### src/rtl/itod_pkg.sv
// Shared types, constants and helpers for the integer to decimal text block.
// Used by itod_bcd_conv and integer_to_decimal_text; depends on nothing else.
package itod_pkg;

    localparam int MAG_W    = 64;
    localparam int DIGITS   = 20;
    localparam int BCD_W    = 4 * DIGITS;
    localparam int STEP_W   = $clog2(MAG_W);
    localparam int NDIG_W   = $clog2(DIGITS + 1);

    // Type selector codes
    localparam logic [1:0] FUNC_S32 = 2'd0;
    localparam logic [1:0] FUNC_S64 = 2'd1;
    localparam logic [1:0] FUNC_U32 = 2'd2;
    localparam logic [1:0] FUNC_U64 = 2'd3;

    localparam logic [6:0] BUF_CAP     = 7'd64;
    localparam logic [7:0] ASCII_MINUS = 8'h2D;
    localparam logic [3:0] ASCII_DIGIT_HI = 4'h3;
    localparam logic [7:0] ASCII_NUL   = 8'h00;
    localparam logic signed [5:0] LEN_NONE = -6'sd1;

    typedef logic [BCD_W-1:0] bcd_t;

    // Double-dabble correction: every digit of five or more gets three added.
    function automatic bcd_t bcd_adjust(input bcd_t bcd_in);
        bcd_t res;
        res = bcd_in;
        for (int i = 0; i < DIGITS; i++) begin
            if (bcd_in[4*i +: 4] >= 4'd5) begin
                res[4*i +: 4] = bcd_in[4*i +: 4] + 4'd3;
            end
        end
        return res;
    endfunction

endpackage

### src/rtl/itod_bcd_conv.sv
// Bit-serial binary to BCD converter with leading-zero trim.
// Depends on itod_pkg (widths, bcd_t and the bcd_adjust helper).
module itod_bcd_conv (
    input  logic                          aclk,
    input  logic                          aresetn,
    input  logic                          start,
    input  logic [itod_pkg::MAG_W-1:0]    mag,
    output logic                          done,
    output itod_pkg::bcd_t                bcd,
    output logic [itod_pkg::NDIG_W-1:0]   ndig
);

    typedef enum logic [1:0] {
        C_IDLE,
        C_DABBLE,
        C_TRIM
    } conv_state_t;

    conv_state_t                        state_reg;
    logic [itod_pkg::MAG_W-1:0]         mag_reg;
    itod_pkg::bcd_t                     bcd_reg;
    logic [itod_pkg::STEP_W-1:0]        step_reg;
    logic [itod_pkg::NDIG_W-1:0]        ndig_reg;
    logic                               done_reg;
    itod_pkg::bcd_t                     bcd_adj;

    assign bcd_adj = itod_pkg::bcd_adjust(bcd_reg);

    always_ff @(posedge aclk) begin
        if (!aresetn) begin
            state_reg <= C_IDLE;
            done_reg  <= 1'b0;
        end else begin
            unique case (state_reg)
                C_IDLE: begin
                    done_reg <= 1'b0;
                    if (start) begin
                        mag_reg   <= mag;
                        bcd_reg   <= '0;
                        step_reg  <= '0;
                        ndig_reg  <= itod_pkg::NDIG_W'(itod_pkg::DIGITS);
                        state_reg <= C_DABBLE;
                    end
                end
                C_DABBLE: begin
                    done_reg <= 1'b0;
                    // One magnitude bit moves into the BCD word per cycle.
                    bcd_reg  <= {bcd_adj[itod_pkg::BCD_W-2:0], mag_reg[itod_pkg::MAG_W-1]};
                    mag_reg  <= {mag_reg[itod_pkg::MAG_W-2:0], 1'b0};
                    step_reg <= step_reg + itod_pkg::STEP_W'(1);
                    if (step_reg == itod_pkg::STEP_W'(itod_pkg::MAG_W - 1)) begin
                        state_reg <= C_TRIM;
                    end
                end
                C_TRIM: begin
                    // Drop one leading zero digit per cycle, keeping at least one.
                    if (bcd_reg[itod_pkg::BCD_W-1 -: 4] == 4'd0 &&
                        ndig_reg > itod_pkg::NDIG_W'(1)) begin
                        done_reg <= 1'b0;
                        bcd_reg  <= {bcd_reg[itod_pkg::BCD_W-5:0], 4'd0};
                        ndig_reg <= ndig_reg - itod_pkg::NDIG_W'(1);
                    end else begin
                        done_reg  <= 1'b1;
                        state_reg <= C_IDLE;
                    end
                end
                default: begin
                    done_reg  <= 1'b0;
                    state_reg <= C_IDLE;
                end
            endcase
        end
    end

    assign done = done_reg;
    assign bcd  = bcd_reg;
    assign ndig = ndig_reg;

endmodule

### src/rtl/integer_to_decimal_text.sv
// Integer to decimal text: top level with result sequencer and output register.
// The first result follows the input transfer after the bit-serial conversion, the leading-zero
// trim, the copy into the sequencer and the output register; then one result per cycle while
// m_ready is high. No new input is taken until the last result (up to 21 results) is loaded.
// A zero-size buffer gives its single result the next cycle.
// Reset (aresetn, synchronous, active low) clears the sequencer and output valid.
module integer_to_decimal_text (
    input  logic               aclk,
    input  logic               aresetn,
    input  logic               s_valid,
    output logic               s_ready,
    input  logic [1:0]         s_func,
    input  logic [63:0]        s_value,
    input  logic [6:0]         s_buf_len,
    output logic               m_valid,
    input  logic               m_ready,
    output logic [7:0]         m_out_byte,
    output logic               m_byte_valid,
    output logic               m_last,
    output logic signed [5:0]  m_length
);

    typedef enum logic [1:0] {
        S_IDLE,
        S_CONV,
        S_EMIT
    } seq_state_t;

    seq_state_t                         state_reg;
    logic                               neg_reg;
    logic [5:0]                         room_reg;
    itod_pkg::bcd_t                     text_reg;
    logic [4:0]                         cnt_reg;
    logic [4:0]                         total_reg;
    logic                               m_valid_reg;
    logic [7:0]                         m_out_byte_reg;
    logic                               m_byte_valid_reg;
    logic                               m_last_reg;
    logic signed [5:0]                  m_length_reg;

    logic                               out_free;
    logic                               out_load;
    logic                               accept;
    logic                               in_neg;
    logic [itod_pkg::MAG_W-1:0]         in_mag;
    logic [6:0]                         blen_sat;
    logic                               conv_done;
    itod_pkg::bcd_t                     conv_bcd;
    logic [itod_pkg::NDIG_W-1:0]        conv_ndig;
    logic [4:0]                         chars;

    assign out_free = !m_valid_reg || m_ready;
    assign s_ready  = (state_reg == S_IDLE) && out_free;
    assign accept   = s_valid && s_ready;
    assign blen_sat = (s_buf_len > itod_pkg::BUF_CAP) ? itod_pkg::BUF_CAP : s_buf_len;
    // The output register takes a new result on a zero-size transfer or on each emit step.
    assign out_load = (accept && (s_buf_len == 7'd0)) || ((state_reg == S_EMIT) && out_free);

    always_comb begin
        in_neg = 1'b0;
        unique case (s_func)
            itod_pkg::FUNC_S32: begin
                in_neg = s_value[31];
                in_mag = {32'd0, in_neg ? (~s_value[31:0] + 32'd1) : s_value[31:0]};
            end
            itod_pkg::FUNC_S64: begin
                in_neg = s_value[63];
                in_mag = in_neg ? (~s_value + 64'd1) : s_value;
            end
            itod_pkg::FUNC_U32: in_mag = {32'd0, s_value[31:0]};
            itod_pkg::FUNC_U64: in_mag = s_value;
            default:            in_mag = s_value;
        endcase
    end

    itod_bcd_conv u_conv (
        .aclk    (aclk),
        .aresetn (aresetn),
        .start   (accept && (s_buf_len != 7'd0)),
        .mag     (in_mag),
        .done    (conv_done),
        .bcd     (conv_bcd),
        .ndig    (conv_ndig)
    );

    assign chars = 5'(conv_ndig) + {4'd0, neg_reg};

    always_ff @(posedge aclk) begin
        if (!aresetn) begin
            state_reg   <= S_IDLE;
            m_valid_reg <= 1'b0;
        end else begin
            if (out_load) begin
                m_valid_reg <= 1'b1;
            end else if (m_ready) begin
                m_valid_reg <= 1'b0;
            end
            unique case (state_reg)
                S_IDLE: begin
                    if (accept) begin
                        if (s_buf_len == 7'd0) begin
                            m_out_byte_reg   <= itod_pkg::ASCII_NUL;
                            m_byte_valid_reg <= 1'b0;
                            m_last_reg       <= 1'b1;
                            m_length_reg     <= itod_pkg::LEN_NONE;
                        end else begin
                            neg_reg   <= in_neg;
                            room_reg  <= 6'(blen_sat - 7'd1);
                            state_reg <= S_CONV;
                        end
                    end
                end
                S_CONV: begin
                    if (conv_done) begin
                        text_reg  <= conv_bcd;
                        cnt_reg   <= '0;
                        total_reg <= ({1'b0, chars} < room_reg) ? chars : room_reg[4:0];
                        state_reg <= S_EMIT;
                    end
                end
                S_EMIT: begin
                    if (out_free) begin
                        m_byte_valid_reg <= 1'b1;
                        if (cnt_reg == total_reg) begin
                            // Terminator carries the count of characters written.
                            m_out_byte_reg <= itod_pkg::ASCII_NUL;
                            m_last_reg     <= 1'b1;
                            m_length_reg   <= $signed({1'b0, cnt_reg});
                            state_reg      <= S_IDLE;
                        end else begin
                            m_last_reg   <= 1'b0;
                            m_length_reg <= '0;
                            cnt_reg      <= cnt_reg + 5'd1;
                            if (neg_reg) begin
                                m_out_byte_reg <= itod_pkg::ASCII_MINUS;
                                neg_reg        <= 1'b0;
                            end else begin
                                m_out_byte_reg <= {itod_pkg::ASCII_DIGIT_HI,
                                                   text_reg[itod_pkg::BCD_W-1 -: 4]};
                                text_reg       <= {text_reg[itod_pkg::BCD_W-5:0], 4'd0};
                            end
                        end
                    end
                end
                default: state_reg <= S_IDLE;
            endcase
        end
    end

    assign m_valid      = m_valid_reg;
    assign m_out_byte   = m_out_byte_reg;
    assign m_byte_valid = m_byte_valid_reg;
    assign m_last       = m_last_reg;
    assign m_length     = m_length_reg;

    // Character transfers are always written bytes with a zero length field.
    a_char_fields: assert property (@(posedge aclk) disable iff (!aresetn)
        m_valid && !m_last |-> m_byte_valid && m_length == 6'sd0)
        else $error("character result with bad flags");

    // A written terminator is a zero byte with a length between 0 and 20.
    a_term_fields: assert property (@(posedge aclk) disable iff (!aresetn)
        m_valid && m_last && m_byte_valid |->
            m_out_byte == itod_pkg::ASCII_NUL && m_length >= 6'sd0 && m_length <= 6'sd20)
        else $error("terminator result out of range");

    // A conversion keeps the input side closed in the following cycle.
    a_busy_after_start: assert property (@(posedge aclk) disable iff (!aresetn)
        s_valid && s_ready && s_buf_len != 7'd0 |=> !s_ready)
        else $error("input accepted during conversion");

    // The emit counter never runs past the number of characters to write.
    a_cnt_bound: assert property (@(posedge aclk) disable iff (!aresetn)
        state_reg == S_EMIT |-> cnt_reg <= total_reg)
        else $error("emit counter overran");

endmodule
### config.mk
export PLATFORM = sky130hd
export DESIGN_NAME = integer_to_decimal_text
export DESIGN_NICKNAME = d
export VERILOG_FILES = /design/src/rtl/itod_pkg.sv /design/src/rtl/itod_bcd_conv.sv /design/src/rtl/integer_to_decimal_text.sv
export SDC_FILE = /design/constraint.sdc
export NUM_CORES = 1
export LEC_CHECK = 0
export BUFFER_PORTS_ARGS = -buffer_cell sky130_fd_sc_hd__buf_2
export CAP_MARGIN = 0
export CORE_ASPECT_RATIO = 1.4
export CORE_UTILIZATION = 65
export CTS_BUF_LIST = sky130_fd_sc_hd__clkbuf_16
export CTS_CLUSTER_DIAMETER = 150
export DETAILED_ROUTE_END_ITERATION = 8
export PLACE_DENSITY = 0.85
export SYNTH_ARGS = -nofsm -noshare
export SYNTH_HDL_FRONTEND = slang
export SYNTH_SLANG_ARGS = --single-unit
export TNS_END_PERCENT = 1
### constraint.sdc
create_clock -name aclk -period 17.1 [get_ports aclk]
set_input_delay 1.71 -clock aclk [delete_from_list [all_inputs] [get_ports aclk]]
set_output_delay 1.71 -clock aclk [all_outputs]
set_load 0.01 [all_outputs]
==> key figures <==
Yosys
  • Top area cells in the synthesized netlist: edfxtp_1, nand2_1, o21ai_0, ha_1, a21oi_1
  • Yosys top cell by area: edfxtp_1
  • FFs w/ async S/R, synth: 0%
  • Sequential element share of the synthesized area: 53.26%
  • Post-synth top area share: 52.47%
  • Cells after Synth: 1519
  • Post-synth EDFFs: 266
  • Avg Cell Area, Syn: 10.02 um^2
  • Predominant post-synthesis flop cell: edfxtp_1
  • Mapped Area: 15220 um^2
  • Unique masters post-synth: 64
  • Seq cells post-synth: 272
  • Ys Warns: 0

Pwr
  • Clock power share: 35.3%
  • Psw: 434.8 uW
  • Pwr dens: 98.38 nW/um^2
  • Combinational power share: 14.7%
  • Leakage: 0.005906 uW
  • Sequential power share: 50.0%
  • Maximum vdd ir drop: 0.00008819 V
  • Internal: 1218 uW
  • Switching share of total power: 26.31%

Clock tree
  • # clock sinks: 272
  • CTS max path bufs: 3
  • H-tree levels: 1
  • Post-CTS Setup Bufs: 0
  • Post-CTS Resized: 0
  • Root Driver: clkbuf_16
  • Clk Latency, worst-skew pair: 0.55 ns
  • CTS buffer count: 27
  • CTS clk-pin slew, worst paths: 0.06 ns
  • CTS tree: built
  • Hold-fix buffers, CTS: 0

Global route
  • Initial antenna violation count: 0
  • Tot GR Track Use: 27.66%
  • Gr busiest metal: met2
  • Largest net degree at the start of global routing: 118
  • Vias in the first global route: 11610
  • Met3 usage: 3.013%
  • Met1 Use GR: 33.19%
  • Met2 Usage GRT: 51.04%
  • First-pass GRT wire length: 54610 um
  • Grt ovf: 0

STA
  • Final Hold Viols: 0
  • Crit path time final: 3.891 ns
  • Slew at the pin closest to its max-slew limit: 1.101 ns
  • Fmax: 0.2570 GHz
  • Clk_skew: 0.01237 ns
  • Relative slew slack: 26.57%
  • Unrepaired setup endpoints after global routing: no
  • Max-slew violations: 0
  • Period utilization: 22.75%
  • Setup Viol. Count Final: 0
  • Hold_ws: 0.5101 ns
  • Setup TNS: 0 ns

Routing
  • Initial drt markers: 1006
  • DRC violations left: 0
  • Initial DRT Pass Iterations: 5
  • Post-DR vias/cell: 6.176
  • Final WL: 32960 um
  • Wirelength per Cell: 17.31 um
  • Detail Route Antenna Nets: 0
  • Vias: 11760

Critical path
  • CP delay by family, top: buffers and inverters
  • Startpoint types: input port
  • CP required: 15.39 ns
  • CP max stage cell: nor2b_1
  • CP max stage delay: 0.16 ns
  • Worst reg-to-reg path cell count: 4
  • CP most frequent cell: buf_2
  • Setup slack, reg-to-reg: 13.54 ns
  • CP Cell Sequence: buf_2 > nor2b_1 > nor3_1 > buf_2
  • CP max FO: 2
  • Crit. Startpoint: m_ready
  • CP Class: input port to output port
  • Crit path DAT: 2.18 ns
  • Buffers & Inverters on Critical Path: 2
  • Critical Path End Type: output port
  • Worst r2r dst: text_reg[23]
  • Reg-to-Reg Start: state_reg[0]

Outcome
  • Outcome: finished clean

Floorplanning
  • Top-Level Pins: 95
  • Site row count: 65
  • Die ar.: 24050 um^2
  • Initial core utilization: 66.85%
  • DIE WIDTH: 131.3 um
  • Die height: 183.1 um
  • Core area: 22770 um^2

Place
  • GPL Wtd Cong: 0.9053
  • Number of port buffers: 92
  • Post-DP HPWL: 21470 um
  • DP Area: 15940 um^2

Hold path
  • Hold Path End: text_reg[34]
  • Hold Path Depth: 2
  • Min-delay src: text_reg[30]
  • Worst Hold Class: register to register

Cells and area
  • Layout Nets: 1720
  • Most frequent cells in the layout: nand2_1, edfxtp_1, o21ai_0
  • Multi-input logic area: 6673 um^2
  • Antenna diodes: 0
  • Fillers: 1557
  • FF/Latch Area: 8108 um^2
  • Commonest non-fill, non-tap cell in the layout: nand2_1
  • Layout cells sized above 1: 10.79%
  • Design area: 16800 um^2
  • P&R area growth vs syn: 10.33%

Run
  • Max-Cap Viols: 0
power by group through the flow:
stage / Sequential, uW / Combinational, uW / Clock (uW)
3_3_place_gp: 838 / 228 / 0
5_1_grt: 832 / 273 / 615
2_1_floorplan: 832 / 174 / 0
4_1_cts: 826 / 242 / 590
6_report: 827 / 242 / 583
3_5_place_dp: 840 / 240 / 0
final cells by class:
cell class	instances	area share, %
multi-input cells	1119	39.73
clock inverters	20	1.088
flip-flops and latches	272	48.27
repair buffers	104	3.278
inverters	61	1.371
clock buffers	27	4.023
well taps	301	2.242
per-stage QoR:
step	utilization (%)	std cells	setup slack [ns]	total power [uW]
detailed placement	69.99	1857	12.88	1079
floorplan	-	1520	8.593	1006
global route	73.76	1904	13.15	1719
finish	73.76	1904	13.21	1652
global placement	69.99	1857	12.95	1066
CTS	73.76	1904	13.21	1658
per-layer routing:
layer / wire [um] / share of wire, %
met2: 17470 / 53
met5: 0 / 0
met1: 12680 / 38
met4: 1012 / 3.1
met3: 1806 / 5.5
worst max path at each step:
stage / endpoint / cells after the start
finish: s_ready / 4
global route: s_ready / 4
floorplan: text_reg[0] / 3
global placement: u_conv.mag_reg[30] / 6
detailed placement: u_conv.mag_reg[30] / 6
CTS: s_ready / 4
tightest hold or removal path, cell delays in order, from the launching register on:
cell	delay [ns]
edfxtp_1	0.32
nand2_1	0.04
nand2_1	0.04
cell families after synthesis:
group,after synthesis,share of synthesized area (%)
AO/OA/AOI/OAI,366,14.49
AND/OR/NAND/NOR,608,19.13
other,1,0.02463
XOR/XNOR,74,4.257
buffers and inverters,129,3.279
multiplexers,11,0.7891
adder cells (fa/ha/maj),58,4.767
flip-flops,272,53.26
cells in the mapped netlist (4+ instances only):
cell type and instances:
a211o_1 10, a21oi_1 80, a221oi_1 10, a22o_1 4
a22oi_1 23, a311o_1 4, a31oi_1 5, and2_1 9
and3_1 6, buf_1 4, clkbuf_1 61, dfxtp_1 6
edfxtp_1 266, ha_1 58, inv_1 58, mux2_2 8
nand2_1 282, nand2b_1 31, nand3_1 40, nand4_1 20
nor2_1 96, nor2b_1 11, nor3_1 37, nor3b_1 33
nor4_1 9, o21ai_0 168, o311ai_0 12, o31ai_1 21
o41ai_1 7, or3_1 10, or4_1 5, xnor2_1 42
xor2_1 32
Power figures use the tool's default switching activity.
